==> config.mk <==
export PLATFORM = sky130hd
export DESIGN_NAME = grmm_engine
export DESIGN_NICKNAME = d
export VERILOG_FILES = /design/src/rtl/core/grid_ray_march_with_mirrors_top_assert.svh /design/src/rtl/core/grmm_pkg.sv /design/src/rtl/core/grmm_engine.sv
export SDC_FILE = /design/constraint.sdc
export NUM_CORES = 1
export LEC_CHECK = 0
export ABC_AREA = 0
export BUFFER_PORTS_ARGS = -buffer_cell sky130_fd_sc_hd__buf_2
export CORE_ASPECT_RATIO = 1.5
export CORE_MARGIN = 2
export CORE_UTILIZATION = 50
export DETAILED_ROUTE_END_ITERATION = 6
export GPL_ROUTABILITY_DRIVEN = 0
export PLACE_DENSITY = 0.68
export SYNTH_ARGS = -nofsm -noshare
export SYNTH_HDL_FRONTEND = slang
export SYNTH_SLANG_ARGS = --single-unit
export TNS_END_PERCENT = 100
==> constraint.sdc <==
create_clock -name clk -period 15.3 [get_ports clk]
set_input_delay 0.765 -clock clk [delete_from_list [all_inputs] [get_ports clk]]
set_output_delay 0.765 -clock clk [all_outputs]
set_load 0.05 [all_outputs]
==> src/rtl/core/grid_ray_march_with_mirrors_top_assert.svh <==
// assertion macros for the grid ray march block
`ifndef GRID_RAY_MARCH_WITH_MIRRORS_TOP_ASSERT_SVH
`define GRID_RAY_MARCH_WITH_MIRRORS_TOP_ASSERT_SVH

// same-cycle implication, checked at every rising edge outside reset
`define GRMM_ASSERT_IMPLIES(label, clk, rst, ante, cons) \
  label: assert property (@(posedge clk) disable iff (rst) (ante) |-> (cons)) \
    else $error("grid ray march check failed");

// next-cycle implication
`define GRMM_ASSERT_NEXT(label, clk, rst, ante, cons) \
  label: assert property (@(posedge clk) disable iff (rst) (ante) |=> (cons)) \
    else $error("grid ray march check failed");

`endif

==> src/rtl/core/grmm_pkg.sv <==
// shared types and constants of the grid ray march block
`timescale 1ns / 1ps
`default_nettype none

package grmm_pkg;

  // fixed-point layout
  localparam int FRAC_BITS   = 14;
  localparam int POS_W       = 26;
  localparam int CELL_W      = POS_W - FRAC_BITS;
  localparam int DIR_W       = 17;
  localparam int CELL_DATA_W = 5;

  // stream payload widths
  localparam int IN_DATA_W  = 96;
  localparam int OUT_DATA_W = 16;

  // defaults
  localparam int        DEF_GRID_SIDE    = 64;
  localparam logic [7:0] DEF_MAX_STEPS    = 8'd80;
  localparam logic [2:0] DEF_PLAYER_COLOR = 3'd0;
  localparam logic [7:0] DEF_SHADE_STEP   = 8'd5;
  localparam logic [3:0] SHADE_MAX        = 4'd9;

  // command codes carried in tuser
  localparam logic CMD_WRITE = 1'b0;
  localparam logic CMD_CAST  = 1'b1;

  // stored cell types
  typedef enum logic [1:0] {
    TYPE_VOID     = 2'd0,
    TYPE_WALL     = 2'd1,
    TYPE_MIRROR   = 2'd2,
    TYPE_RESERVED = 2'd3
  } cell_type_t;

  // configuration register indexes
  typedef enum logic [1:0] {
    CFG_MAX_STEPS    = 2'd0,
    CFG_PLAYER_COLOR = 2'd1,
    CFG_SHADE_STEP   = 2'd2
  } cfg_idx_t;

  // engine sequencer states
  typedef enum logic [2:0] {
    ST_CLEAR,
    ST_IDLE,
    ST_LOOK,
    ST_EVAL,
    ST_SIDE,
    ST_DONE
  } eng_state_t;

  typedef struct packed {
    logic [7:0] max_steps;
    logic [2:0] player_color;
    logic [7:0] shade_step;
  } cfg_t;

  typedef struct packed {
    logic        cmd;
    logic [5:0]  cell_row;
    logic [5:0]  cell_col;
    logic [1:0]  cell_type;
    logic [2:0]  cell_color;
    logic [19:0] start_x;
    logic [19:0] start_y;
    logic [15:0] dir_x;
    logic [15:0] dir_y;
  } in_item_t;

  typedef struct packed {
    logic [7:0] ray_length;
    logic       hit_player;
    logic [2:0] hit_color;
    logic [3:0] shade;
  } result_t;

endpackage

`default_nettype wire

==> src/rtl/core/grmm_engine.sv <==
// march sequencer: clearing pass, cell writes and ray stepping over the map memory
`timescale 1ns / 1ps
`default_nettype none

module grmm_engine
  import grmm_pkg::*;
#(
  parameter int GRID_SIDE = DEF_GRID_SIDE,
  parameter int CW        = $clog2(GRID_SIDE),
  parameter int AW        = 2 * CW
) (
  input  wire logic                   clk,
  input  wire logic                   rst,
  input  wire cfg_t                   cfg,
  input  wire logic                   in_valid,
  output      logic                   in_ready,
  input  wire in_item_t               in_item,
  output      logic                   res_valid,
  input  wire logic                   res_ready,
  output      result_t                res,
  output      logic                   mem_wr_en,
  output      logic [AW-1:0]          mem_wr_addr,
  output      logic [CELL_DATA_W-1:0] mem_wr_data,
  output      logic                   mem_rd_en,
  output      logic [AW-1:0]          mem_rd_addr,
  input  wire logic [CELL_DATA_W-1:0] mem_rd_data
);

  localparam logic signed [CELL_W-1:0] SIDE_LIM = CELL_W'(GRID_SIDE);
  localparam logic [AW-1:0]            CLR_LAST = '1;

  eng_state_t state, state_next;

  logic [AW-1:0]            clr_addr;
  logic signed [POS_W-1:0]  px, py;
  logic signed [DIR_W-1:0]  dx, dy;
  logic signed [CELL_W-1:0] start_r, start_c;
  logic signed [CELL_W-1:0] nr, nc;
  logic                     next_off;
  logic                     side_off;
  logic [7:0]               steps;
  logic [7:0]               shade_cnt;
  logic [3:0]               shade;
  logic                     reflected;
  logic                     hit;
  logic [2:0]               color;

  // combinational helpers
  logic                     accept;
  logic signed [DIR_W-1:0]  dx_use, dy_use;
  logic signed [POS_W-1:0]  px_step, py_step;
  logic signed [POS_W-1:0]  look_x, look_y;
  logic signed [CELL_W-1:0] look_r, look_c;
  logic                     look_off;
  logic signed [CELL_W-1:0] cur_r, side_c;
  logic                     side_out;
  logic signed [CELL_W-1:0] wr_row, wr_col;
  cell_type_t               rd_type;
  cell_type_t               next_type;
  cell_type_t               side_type;
  logic [7:0]               sdiv;
  logic [8:0]               shade_cnt_inc;

  // control strobes
  logic ld_cast, ld_look, do_step, set_hit, set_color, set_reflect, ld_side;

  function automatic logic outside(input logic signed [CELL_W-1:0] coord);
    return (coord < 0) || (coord >= SIDE_LIM);
  endfunction

  function automatic logic [AW-1:0] cell_addr(input logic signed [CELL_W-1:0] r,
                                              input logic signed [CELL_W-1:0] c);
    return {r[CW-1:0], c[CW-1:0]};
  endfunction

  assign accept = in_valid && in_ready;

  // stored type decode, the reserved code acts as a wall
  always_comb begin
    rd_type = cell_type_t'(mem_rd_data[CELL_DATA_W-1:3]);
    if (rd_type == TYPE_RESERVED) begin
      rd_type = TYPE_WALL;
    end
    next_type = next_off ? TYPE_WALL : rd_type;
    side_type = side_off ? TYPE_WALL : rd_type;
  end

  // direction used for the step, flipped after a side lookup
  always_comb begin
    dx_use = dx;
    dy_use = dy;
    if (state == ST_SIDE) begin
      if (side_type == TYPE_MIRROR) begin
        dx_use = -dx;
      end else begin
        dy_use = -dy;
      end
    end
  end

  // position arithmetic
  always_comb begin
    px_step = px + {{(POS_W-DIR_W){dx_use[DIR_W-1]}}, dx_use};
    py_step = py + {{(POS_W-DIR_W){dy_use[DIR_W-1]}}, dy_use};
    look_x  = px + {{(POS_W-DIR_W){dx[DIR_W-1]}}, dx};
    look_y  = py + {{(POS_W-DIR_W){dy[DIR_W-1]}}, dy};
    look_c  = look_x[POS_W-1:FRAC_BITS];
    look_r  = look_y[POS_W-1:FRAC_BITS];
    look_off = outside(look_r) || outside(look_c);
    cur_r   = py[POS_W-1:FRAC_BITS];
    if (dx[DIR_W-1]) begin
      side_c = px[POS_W-1:FRAC_BITS] - CELL_W'(1);
    end else if (dx != '0) begin
      side_c = px[POS_W-1:FRAC_BITS] + CELL_W'(1);
    end else begin
      side_c = px[POS_W-1:FRAC_BITS];
    end
    side_out = outside(cur_r) || outside(side_c);
    wr_row  = CELL_W'(in_item.cell_row);
    wr_col  = CELL_W'(in_item.cell_col);
  end

  // incremental quotient of steps by the shade step
  always_comb begin
    sdiv          = (cfg.shade_step == 8'd0) ? 8'd1 : cfg.shade_step;
    shade_cnt_inc = {1'b0, shade_cnt} + 9'd1;
  end

  // state register
  always_ff @(posedge clk) begin
    if (rst) begin
      state <= ST_CLEAR;
    end else begin
      state <= state_next;
    end
  end

  // next state and strobes
  always_comb begin
    state_next  = state;
    in_ready    = 1'b0;
    res_valid   = 1'b0;
    mem_wr_en   = 1'b0;
    mem_wr_addr = clr_addr;
    mem_wr_data = '0;
    mem_rd_en   = 1'b0;
    mem_rd_addr = cell_addr(look_r, look_c);
    ld_cast     = 1'b0;
    ld_look     = 1'b0;
    do_step     = 1'b0;
    set_hit     = 1'b0;
    set_color   = 1'b0;
    set_reflect = 1'b0;
    ld_side     = 1'b0;
    unique case (state)
      ST_CLEAR: begin
        mem_wr_en = 1'b1;
        if (clr_addr == CLR_LAST) begin
          state_next = ST_IDLE;
        end
      end
      ST_IDLE: begin
        in_ready = 1'b1;
        if (accept) begin
          if (in_item.cmd == CMD_CAST) begin
            ld_cast    = 1'b1;
            state_next = ST_LOOK;
          end else begin
            mem_wr_en   = !outside(wr_row) && !outside(wr_col);
            mem_wr_addr = cell_addr(wr_row, wr_col);
            mem_wr_data = {in_item.cell_type, in_item.cell_color};
          end
        end
      end
      ST_LOOK: begin
        mem_rd_en  = !look_off;
        ld_look    = 1'b1;
        state_next = ST_EVAL;
      end
      ST_EVAL: begin
        priority if (next_type == TYPE_WALL || steps >= cfg.max_steps) begin
          set_color  = 1'b1;
          state_next = ST_DONE;
        end else if (reflected && nr == start_r && nc == start_c) begin
          do_step    = 1'b1;
          set_hit    = 1'b1;
          state_next = ST_DONE;
        end else if (next_type == TYPE_MIRROR) begin
          set_reflect = 1'b1;
          ld_side     = 1'b1;
          mem_rd_en   = !side_out;
          mem_rd_addr = cell_addr(cur_r, side_c);
          state_next  = ST_SIDE;
        end else begin
          do_step    = 1'b1;
          state_next = ST_LOOK;
        end
      end
      ST_SIDE: begin
        do_step    = 1'b1;
        state_next = ST_LOOK;
      end
      ST_DONE: begin
        res_valid = 1'b1;
        if (res_ready) begin
          state_next = ST_IDLE;
        end
      end
      default: begin
        state_next = ST_IDLE;
      end
    endcase
  end

  // clearing pass address
  always_ff @(posedge clk) begin
    if (rst) begin
      clr_addr <= '0;
    end else if (state == ST_CLEAR) begin
      clr_addr <= clr_addr + AW'(1);
    end
  end

  // ray datapath
  always_ff @(posedge clk) begin
    if (ld_cast) begin
      px        <= POS_W'(in_item.start_x);
      py        <= POS_W'(in_item.start_y);
      dx        <= {in_item.dir_x[15], in_item.dir_x};
      dy        <= {in_item.dir_y[15], in_item.dir_y};
      start_c   <= CELL_W'(in_item.start_x[19:FRAC_BITS]);
      start_r   <= CELL_W'(in_item.start_y[19:FRAC_BITS]);
      steps     <= '0;
      shade_cnt <= '0;
      shade     <= '0;
      reflected <= 1'b0;
      hit       <= 1'b0;
    end
    if (ld_look) begin
      nr       <= look_r;
      nc       <= look_c;
      next_off <= look_off;
    end
    if (ld_side) begin
      side_off <= side_out;
    end
    if (set_reflect) begin
      reflected <= 1'b1;
    end
    if (set_hit) begin
      hit <= 1'b1;
    end
    if (set_color) begin
      color <= next_off ? 3'd0 : mem_rd_data[2:0];
    end
    if (do_step) begin
      px    <= px_step;
      py    <= py_step;
      dx    <= dx_use;
      dy    <= dy_use;
      steps <= steps + 8'd1;
      if (shade_cnt_inc == {1'b0, sdiv}) begin
        shade_cnt <= '0;
        if (shade != SHADE_MAX) begin
          shade <= shade + 4'd1;
        end
      end else begin
        shade_cnt <= shade_cnt_inc[7:0];
      end
    end
  end

  // result fields
  always_comb begin
    res.ray_length = steps;
    res.hit_player = hit;
    res.hit_color  = hit ? cfg.player_color : color;
    res.shade      = shade;
  end

endmodule

`default_nettype wire

==> reports/qor.yml <==
run_status:
  outcome: "completed"
cells_and_area:
  nets: 1747
  multiInputGateArea_um2: 7370
  n_fill_cell: 2287
  drive_gt1_share_pct: 16.5
  final_common_cell: "nor2_1"
  seq_area_um2: 4710
  area_delta_synth_final_pct: 14.6
  mostFrequentLayoutCells: "186 x nor2_1, 166 x buf_2, 151 x nand2_1, 143 x edfxtp_1, 116 x ha_1"
  final_cell_area_um2: 14200
power_and_ir_drop:
  p_per_area_nw_per_um2: 77.5
  power.leakage_uw: 0.00591
  finalPower_uw: 1100
  worst_ir_drop_vdd_mv: 0.0789
grt:
  grt_pass1_wl_um: 49800
  grt_usage_pct: 24.0
  grt_start_max_net_pins: 94
  antenna_found_initial: 4
  grt_pass1_vias: 10300
  overflow: 0
detailed_routing:
  route.detailed.drc: 0
  via_per_inst: 5.60
  wl_per_cell_um: 16.7
  drt-pass1-iter-count: 5
  routed_wirelength_um: 30900
  ant_nets: 0
  vias: 10400
  drt_iter0_markers: 527
yosys:
  synthMuxAreaShare_pct: 2.45
  synth_area_um2: 12400
  synthAdderAreaFrac_pct: 12.1
  synthSimpleGateAreaFrac_pct: 19.7
  yosysTopAreaCell: "edfxtp_1"
  yosys.cell_types.count: 75
  ys_warn_count: 0
  ys_async_sr_fraction_pct: 0
  synth_top_area_share_pct: 34.7
  synthXorXnorAreaFrac_pct: 9.69
  syn_inst: 1351
  ys_seq_area_share_pct: 38.1
  syn_avg_cell_area_um2: 9.16
  ys_seq_elements: 164
  synth_top_family_by_area: "simple AND/OR/NAND/NOR gates"
  netlist_top_cells_area: "edfxtp_1 35%, ha_1 12%, nor2_1 5.6%"
  synth-edff-count: 143
  yosys_most_used_dff: "edfxtp_1"
  synth_compound_area_share_pct: 15.4
  synth_nets: 1587
setup_path:
  r2r-end: "px[22]"
  crit_buf_inv: 1
  worstPathMaxFanout: 6
  critical-path-max-stage-delay_ns: 0.45
  critical_path_required_ns: 14.53
  endpoint_kind: "output pin"
  regToRegSetupSlack_ns: 10.07
  reg2reg_depth: 15
  crit_arrival_ns: 4.87
  r2r-start: "dx[4]"
  cpMaxStageDelayCell: "edfxtp_1"
  critPathLaunchType: "register"
  crit_family: "simple AND/OR/NAND/NOR gates"
  crit_top_cell: "or3_1"
  worstSetupPathType: "reg2out"
  crit_chain: "nor3_1 -> nand3b_1 -> or3_1 -> or3_1 -> or4_1 -> nor4_1 -> ha_1 -> nand4bb_1 -> nor2_1 -> and3_1 -> a32oi_1 -> xnor2_1 -> nor4_1 -> nand4_1 -> or3_1 -> o41ai_1 -> buf_2"
hold_path:
  hold_end: "reflected"
  min_path_cells: 1
  hold_start: "reflected"
  worstHoldPathType: "reg2reg"
flow_run:
  cap_violations: 0
floorplanning:
  start_util_pct: 50.8
  die_h_um: 197
  die_width_um: 132
  dieArea_um2: 26100
  ios: 167
  num_rows: 70
  core-area_um2: 24300
clocking:
  clk_latency_ns: 0.44
  cts_buffers: 17
  cts_tree: "built"
  cts_resized: 0
  root_buffer: "clkbuf_16"
  cts.sinks: 164
  path_clk_slew_ns: 0.07
  cts.hold.buffers_added: 0
  h-tree-depth: 4
  clockBufferDepth: 2
  post-cts-setup-buffer-count: 0
place:
  numPortBuffers: 166
  dpl_cell_area_um2: 13600
  pre_cts_ws_ns: 9.95
  dpl.hpwl_um: 23600
timing:
  rsz0062_at_grt: "false"
  fin_crit_sh_pct: 36.8
  setup_ws_ns: 9.67
  max_slew_margin_pct: 26.6
  finalHoldViolCount: 0
  tightest_slew_ns: 1.10
  clock_skew_ns: 0.00968
  fin_crit_ns: 5.63
  fmax_mhz: 178
  maxSlewViolCount: 0
  setup_viol_count_final: 0
  finalSetupTns_ns: 0
-- area by class of cell --
class                      count  share of cell area, %
multi-input combinational   1101                   51.9
tap                          324                   2.86
inverter                      54                   1.43
clock buffer                  17                   3.00
antenna                        2                 0.0353
timing repair buffer         173                   6.23
sequential                   164                   33.2
clock inverter                15                   1.28
-- registers in the layout, summed over array words and instances (netlist names), 8 cells and up --
name	count
dx	17
nc	12
nr	12
steps	8
py	26
dy	17
px	26
shade_cnt	8
clr_addr	12
-- report_power, final --
group | leakage (µW) | total, µW | internal (µW) | switching [µW]
registers | 0.00148 | 506 | 496 | 10.7
clock network | 0.000280 | 446 | 258 | 188
logic | 0.00415 | 146 | 58.4 | 87.9
total | 0.00591 | 1100 | 812 | 287
-- synth_stat cells (13+ instances only) --
master and instances:
nor2_1 186, xnor2_1 71, mux2_2 18, inv_1 54, o21a_1 16, and2_1 14
edfxtp_1 143, nand2b_1 16, ha_1 116, a31oi_1 13, nand3_1 32, and3_1 13
nand4_1 13, or3_1 13, nor3_1 21, nor2b_1 15, clkbuf_1 21, nor4_1 19
dfxtp_1 21, a21o_1 21, xor2_1 66, o21ai_0 65, a21oi_1 83, nand2_1 152
-- stage by stage --
| step | hold slack (ns) | utilization (%) | instances |
|---|---|---|---|
| 2_1_floorplan | 0.426 | - | 1351 |
| 3_3_place_gp | 0.441 | 55.7 | 1816 |
| 3_5_place_dp | 0.440 | 55.7 | 1816 |
| 4_1_cts | 0.455 | 58.2 | 1848 |
| 5_1_grt | 0.496 | 58.2 | 1849 |
| 6_report | 0.464 | 58.3 | 1850 |
-- cells by family (layout without fill, tap and decap cells) --
logic type,after synthesis,after routing
muxes,28,28
and+or+nand+nor,526,526
xor gates and xnor gates,137,137
other,0,2
adders and majority gates,118,118
DFF,164,164
AOI/OAI and AO/OA,292,292
buffers and inverters,86,259
-- metal layers --
metal,up-vias,share of wire [%],global-route usage [%]
li1,5220,-,-
met1,4808,39,25.7
met2,253,52,45.3
met3,70,4.7,4.86
met4,4,3.6,10.4
met5,-,0.087,0
-- worst max-delay path by stage --
stage,start,to,depth (start not counted)
after CTS,dx[4],mem_rd_en,17
after detailed placement,cfg[11],mem_rd_addr[4],13
after floorplan,steps[0],dx[10],12
final,dx[4],mem_rd_en,17
after global placement,cfg[11],mem_rd_addr[2],13
after global routing,dx[4],mem_rd_en,17
Power figures use the tool's default switching activity.
